<file path="src/hdl/sec_pkg.sv">
package sec_pkg;

  typedef enum logic [1:0] {
    OP_MUL,
    OP_DIV,
    OP_SQRT
  } arith_op_t;

  typedef struct packed {
    logic      start;
    arith_op_t op;
  } arith_req_t;

  localparam logic [1:0] STATUS_OK     = 2'd0;
  localparam logic [1:0] STATUS_SPHERE = 2'd1;
  localparam logic [1:0] STATUS_FAIL   = 2'd2;

  localparam logic [6:0] WORD_STEPS = 7'd64;
  localparam logic [6:0] ROOT_STEPS = 7'd32;

endpackage

</file>
<file path="src/hdl/sec_arith.sv">
// shared bit-serial unit: shift-add multiply, restoring divide, digit-by-digit root
module sec_arith (
  input  logic                clk,
  input  logic                rst_n,
  input  sec_pkg::arith_req_t req,
  input  logic [63:0]         opa,
  input  logic [63:0]         opb,
  output logic                done,
  output logic [63:0]         res_hi,
  output logic [63:0]         res_lo,
  output logic [31:0]         res_root
);

  logic [127:0]       acc_r;
  logic [63:0]        arg_r;
  logic [31:0]        root_r;
  logic [6:0]         cnt_r;
  logic               busy_r;
  logic               done_r;
  sec_pkg::arith_op_t op_r;

  logic [64:0] mul_sum;
  logic [64:0] div_trial;
  logic [35:0] sq_rem;
  logic [36:0] sq_trial;

  always_comb begin
    mul_sum   = {1'b0, acc_r[127:64]} + (acc_r[0] ? {1'b0, arg_r} : 65'd0);
    div_trial = {acc_r[127:64], acc_r[63]} - {1'b0, arg_r};
    sq_rem    = {acc_r[97:64], acc_r[63:62]};
    sq_trial  = {1'b0, sq_rem} - {3'b000, root_r, 2'b01};
  end

  always_ff @(posedge clk) begin
    if (!rst_n) begin
      busy_r <= 1'b0;
      done_r <= 1'b0;
      cnt_r  <= 7'd0;
    end else begin
      done_r <= 1'b0;
      if (!busy_r) begin
        if (req.start) begin
          busy_r <= 1'b1;
          op_r   <= req.op;
          root_r <= 32'd0;
          unique case (req.op)
            sec_pkg::OP_MUL: begin
              acc_r <= {64'd0, opb};
              arg_r <= opa;
              cnt_r <= sec_pkg::WORD_STEPS;
            end
            sec_pkg::OP_DIV: begin
              acc_r <= {64'd0, opa};
              arg_r <= opb;
              cnt_r <= sec_pkg::WORD_STEPS;
            end
            sec_pkg::OP_SQRT: begin
              acc_r <= {64'd0, opa};
              arg_r <= opb;
              cnt_r <= sec_pkg::ROOT_STEPS;
            end
            default: busy_r <= 1'b0;
          endcase
        end
      end else begin
        unique case (op_r)
          sec_pkg::OP_MUL: acc_r <= {mul_sum, acc_r[63:1]};
          sec_pkg::OP_DIV: begin
            if (!div_trial[64]) begin
              acc_r <= {div_trial[63:0], acc_r[62:0], 1'b1};
            end else begin
              acc_r <= {acc_r[126:0], 1'b0};
            end
          end
          sec_pkg::OP_SQRT: begin
            if (!sq_trial[36]) begin
              acc_r[127:64] <= 64'(sq_trial[35:0]);
              root_r        <= {root_r[30:0], 1'b1};
            end else begin
              acc_r[127:64] <= 64'(sq_rem);
              root_r        <= {root_r[30:0], 1'b0};
            end
            acc_r[63:0] <= {acc_r[61:0], 2'b00};
          end
          default: acc_r <= acc_r;
        endcase
        cnt_r <= cnt_r - 7'd1;
        if (cnt_r == 7'd1) begin
          busy_r <= 1'b0;
          done_r <= 1'b1;
        end
      end
    end
  end

  assign done     = done_r;
  assign res_hi   = acc_r[127:64];
  assign res_lo   = acc_r[63:0];
  assign res_root = root_r;

endmodule

</file>
<file path="config.mk">
export PLATFORM = sky130hd
export DESIGN_NAME = sec_arith
export DESIGN_NICKNAME = d
export VERILOG_FILES = /design/src/hdl/sec_pkg.sv /design/src/hdl/sec_arith.sv
export SDC_FILE = /design/constraint.sdc
export NUM_CORES = 1
export LEC_CHECK = 0
export BUFFER_PORTS_ARGS = -buffer_cell sky130_fd_sc_hd__buf_2
export CAP_MARGIN = 0
export CORE_MARGIN = 2
export CORE_UTILIZATION = 40
export DETAILED_ROUTE_END_ITERATION = 10
export RECOVER_POWER = 25
export SYNTH_ARGS = -nofsm -noshare
export SYNTH_HDL_FRONTEND = slang
export SYNTH_SLANG_ARGS = --single-unit
</file>
<file path="constraint.sdc">
create_clock -name clk -period 21 [get_ports clk]
set_input_delay 5.25 -clock clk [delete_from_list [all_inputs] [get_ports clk]]
set_output_delay 5.25 -clock clk [all_outputs]
set_load 0.05 [all_outputs]
</file>
==> key figures <==
Worst setup path
  • RR Endpoint: acc_r[67]
  • Crit end category: register
  • Critical path data arrival time: 9.51 ns
  • Type of the worst setup path: in2reg
  • WP data required: ~21 ns
  • CP Launch Type: input port
  • FF-to-FF Start: acc_r[63]
  • CP endpoint: acc_r[117]
  • Critical-path maximum fanout: 70
  • Critical Path Source: req[0]
  • R2R Setup Slk: 13.60 ns
  • Worst-case reg-to-reg path depth: 16

Logic synthesis
  • Cell count after synthesis: 2513
  • Yosys top cell by area: edfxtp_1
  • Most common flop cell mapped by yosys: edfxtp_1
  • Synth Area per Inst: about 8.9 um^2
  • Share of flip-flops with an asynchronous set or reset: 0
  • Yosys warns: 0
  • Register bit count reported by yosys: 235
  • Number of synthesized flops with an enable pin: about 230
  • Synth Net Count: 2818
  • Most area-consuming cells after synthesis: edfxtp_1 30%, ha_1 9.5%, mux2_2 4.5%, a21oi_1 4.5%, o21ai_0 4.4%
  • Count of different cell masters after synthesis: 76
  • Register area share after synthesis: 0.313
  • Top cell type's share of synthesized area: 0.305
  • Post-Syn Area: 0.0223 mm^2

Floorplan
  • Core Footprint: 0.0551 mm^2
  • Die X: roughly 240 um
  • Row cnt: 86
  • Die area: around 0.058 mm^2
  • Overall die height: 240 um
  • Starting Density: 0.404
  • Ports: 294

Clocking
  • CTS Sinks: 235
  • CTS root buf: clkbuf_16
  • Resize count post-CTS: 0
  • Cts bufs inserted: 30
  • Clk buf depth: 3
  • Setup Buffers After CTS: 0
  • Worst-skew pair later-pin latency: around 0.6 ns
  • CTS tree: yes
  • Worst-path clk slew: 0.06 ns
  • H-tree Lvls: 1
  • Hold buffers post-CTS: 0

STA
  • RSZ-0062 raised after global routing: false
  • Setup TNS: 0 ns
  • Fmax: between 100 and 150 MHz
  • Worst-margin pin slew: 3.37 ns
  • Final setup viols: 0
  • Slew HR: -1.25
  • Final Skew: between 0.02 and 0.025 ns
  • Tmin final: approximately 9.3 ns
  • Fin. max-slew vios: 250
  • Final period util: 0.442
  • Final hold violations: 0

Run status
  • Status: complete, but fails checks
  • Violated checks: capacitance limit, slew limit

GRT
  • Global-route wire length before repair: 117000 um
  • Remaining global-route overflow: 0
  • Antenna violations before repair: 12
  • Pin count of the biggest net entering global routing: 107
  • GRT Total Usage: 0.259
  • Vias in the first global route: between 15000 and 20000

Flow run
  • Maxcap violations: 5

Drt
  • Initial DRC count: 2062
  • WL/cell: 22.2 um
  • First-pass detailed-route iteration total: 6
  • DRC: 0
  • DR vias: 21100
  • Post-route ant nets: 0
  • Post-DR vias/cell: roughly 6
  • Total wire length: between 70000 and 80000 um

Place
  • Post-DP HPWL: approximately 58000 um
  • GP Congestion: just over 0.9
  • Port Buffers: 293

Cells and area
  • Synthesis-to-finish area growth: 13.5%
  • Layout Utilization: 0.459
  • Fin nets: 3007
  • Layout cells sized above 1: 0.164

Power and ir drop
  • Leakage: ~11 nW
  • Pwr/cell area: 76.4 mW/mm^2
  • Peak supply drop: 0.0611 mV

Hold path
  • Critical hold path startpoint: cnt_r[5]
  • Min-delay worst type: reg2reg
## per-layer routing
layer  up-vias  GRT usage  wire [um]  part of all wire
li1       9915          -          -                 -
met1     10200      0.380      35800              0.46
met2       895      0.388      32800              0.42
met3       123     0.0499       6960             0.090
met4         8     0.0661       1740             0.023
met5         -          0         58           0.00075
## cells by family (layout without fill, tap and decap cells)
kind of cell,Yosys count,after routing,synth area share
AOI/OAI and AO/OA,900,900,0.270
xor gates and xnor gates,138,138,0.0543
adders and majority gates,172,172,0.0973
buffers and inverters,297,509,0.0514
DFF,235,235,0.313
muxes,170,170,0.0824
other,0,6,0
and+or+nand+nor,601,601,0.132
## layout by cell type, fill, tap and decap left out, types with 24 or more instances in the layout
master / netlist / final
ha_1: 170 / 166
nor2_1: 140 / 139
edfxtp_1: 226 / 226
mux2i_1: 72 / 72
xor2_1: 57 / 57
nand4_1: 34 / 34
mux2_2: 90 / 90
and2_1: 80 / 76
o21ai_0: 194 / 194
clkbuf_1: 125 / 41
clkbuf_16: 0 / 31
o21bai_1: 25 / 25
nor2b_1: 24 / 24
nand2_1: 171 / 171
a31oi_1: 37 / 37
a21oi_1: 202 / 202
a211oi_1: 37 / 36
a21o_1: 100 / 100
o211ai_1: 82 / 82
xnor2_1: 81 / 81
buf_2: 7 / 258
inv_1: 141 / 142
nand3_1: 47 / 47
a221o_1: 68 / 68
## worst max-delay path: stages
cell	delay (ns)
clkbuf_1	0.17
inv_1	0.12
ha_4	0.95
o21ai_0	0.35
a211oi_4	1.06
buf_4	0.80
buf_4	0.73
## area by class of cell
cell class | instances | area, um^2
inverters | 144 | 542
well taps | 748 | 936
repair buffers | 310 | 1540
clock buffers | 39 | 866
flip-flops and latches | 235 | 6970
clock inverters | 16 | 190
fillers | 5460 | 29800
diodes | 6 | 15.0
multi-input cells | 1981 | 14200
## per-stage QoR
stage          setup WS (ns)  area [um^2]  std cells  hold slack [ns]  total power [W]
2_1_floorplan           4.62        22300       2513            0.450          0.00117
3_3_place_gp           11.10        24300       3418            0.465          0.00136
3_5_place_dp           11.07        24300       3418            0.482          0.00137
4_1_cts                11.72        25300       3473            0.490          0.00193
5_1_grt                11.35        25300       3476            0.531          0.00202
6_report               11.71        25300       3479            0.488          0.00193
## report_power, final
group | internal, W | total, W | switching (W)
Combinational | 0.000269 | 0.000744 | 0.000474
Clock | 0.000338 | 0.000562 | 0.000224
Sequential | 0.000569 | 0.000625 | 0.0000561
Total | 0.00118 | 0.00193 | 0.000755
## Yosys cell counts (all sizes together), types with 4 or more instances
| master | instances |
|---|---|
| a2111oi | 7 |
| a211oi | 37 |
| a21o | 100 |
| a21oi | 204 |
| a221o | 68 |
| a221oi | 24 |
| a22oi | 8 |
| a31o | 5 |
| a31oi | 37 |
| and2 | 80 |
| and3 | 23 |
| buf | 28 |
| clkbuf | 125 |
| dfxtp | 9 |
| edfxtp | 226 |
| ha | 170 |
| inv | 142 |
| mux2 | 98 |
| mux2i | 72 |
| nand2 | 171 |
| nand2b | 14 |
| nand3 | 47 |
| nand3b | 4 |
| nand4 | 34 |
| nor2 | 140 |
| nor2b | 24 |
| nor3 | 20 |
| nor3b | 4 |
| nor4 | 8 |
| o2111ai | 5 |
| o211ai | 82 |
| o21a | 23 |
| o21ai | 197 |
| o21bai | 25 |
| o221ai | 6 |
| o22ai | 19 |
| o31ai | 13 |
| or2 | 8 |
| or3 | 13 |
| or4 | 6 |
| xnor2 | 81 |
| xor2 | 57 |
## worst min-delay path by stage
stage | slack [ns] | endpoint | cells past startpoint
after detailed placement | 0.48 | cnt_r[5] | 2
after global routing | 0.53 | cnt_r[5] | 2
after floorplan | 0.45 | cnt_r[5] | 2
after CTS | 0.49 | cnt_r[5] | 2
after global placement | 0.47 | cnt_r[5] | 2
final | 0.49 | cnt_r[5] | 2
## state kept, by name, indices dropped and copies added (netlist names)
name and cells:
acc_r 128, busy_r 1, op_r 2, res_root 32, cnt_r 7, done 1, arg_r 64
Note: power is estimated with default switching activity, not from simulation.
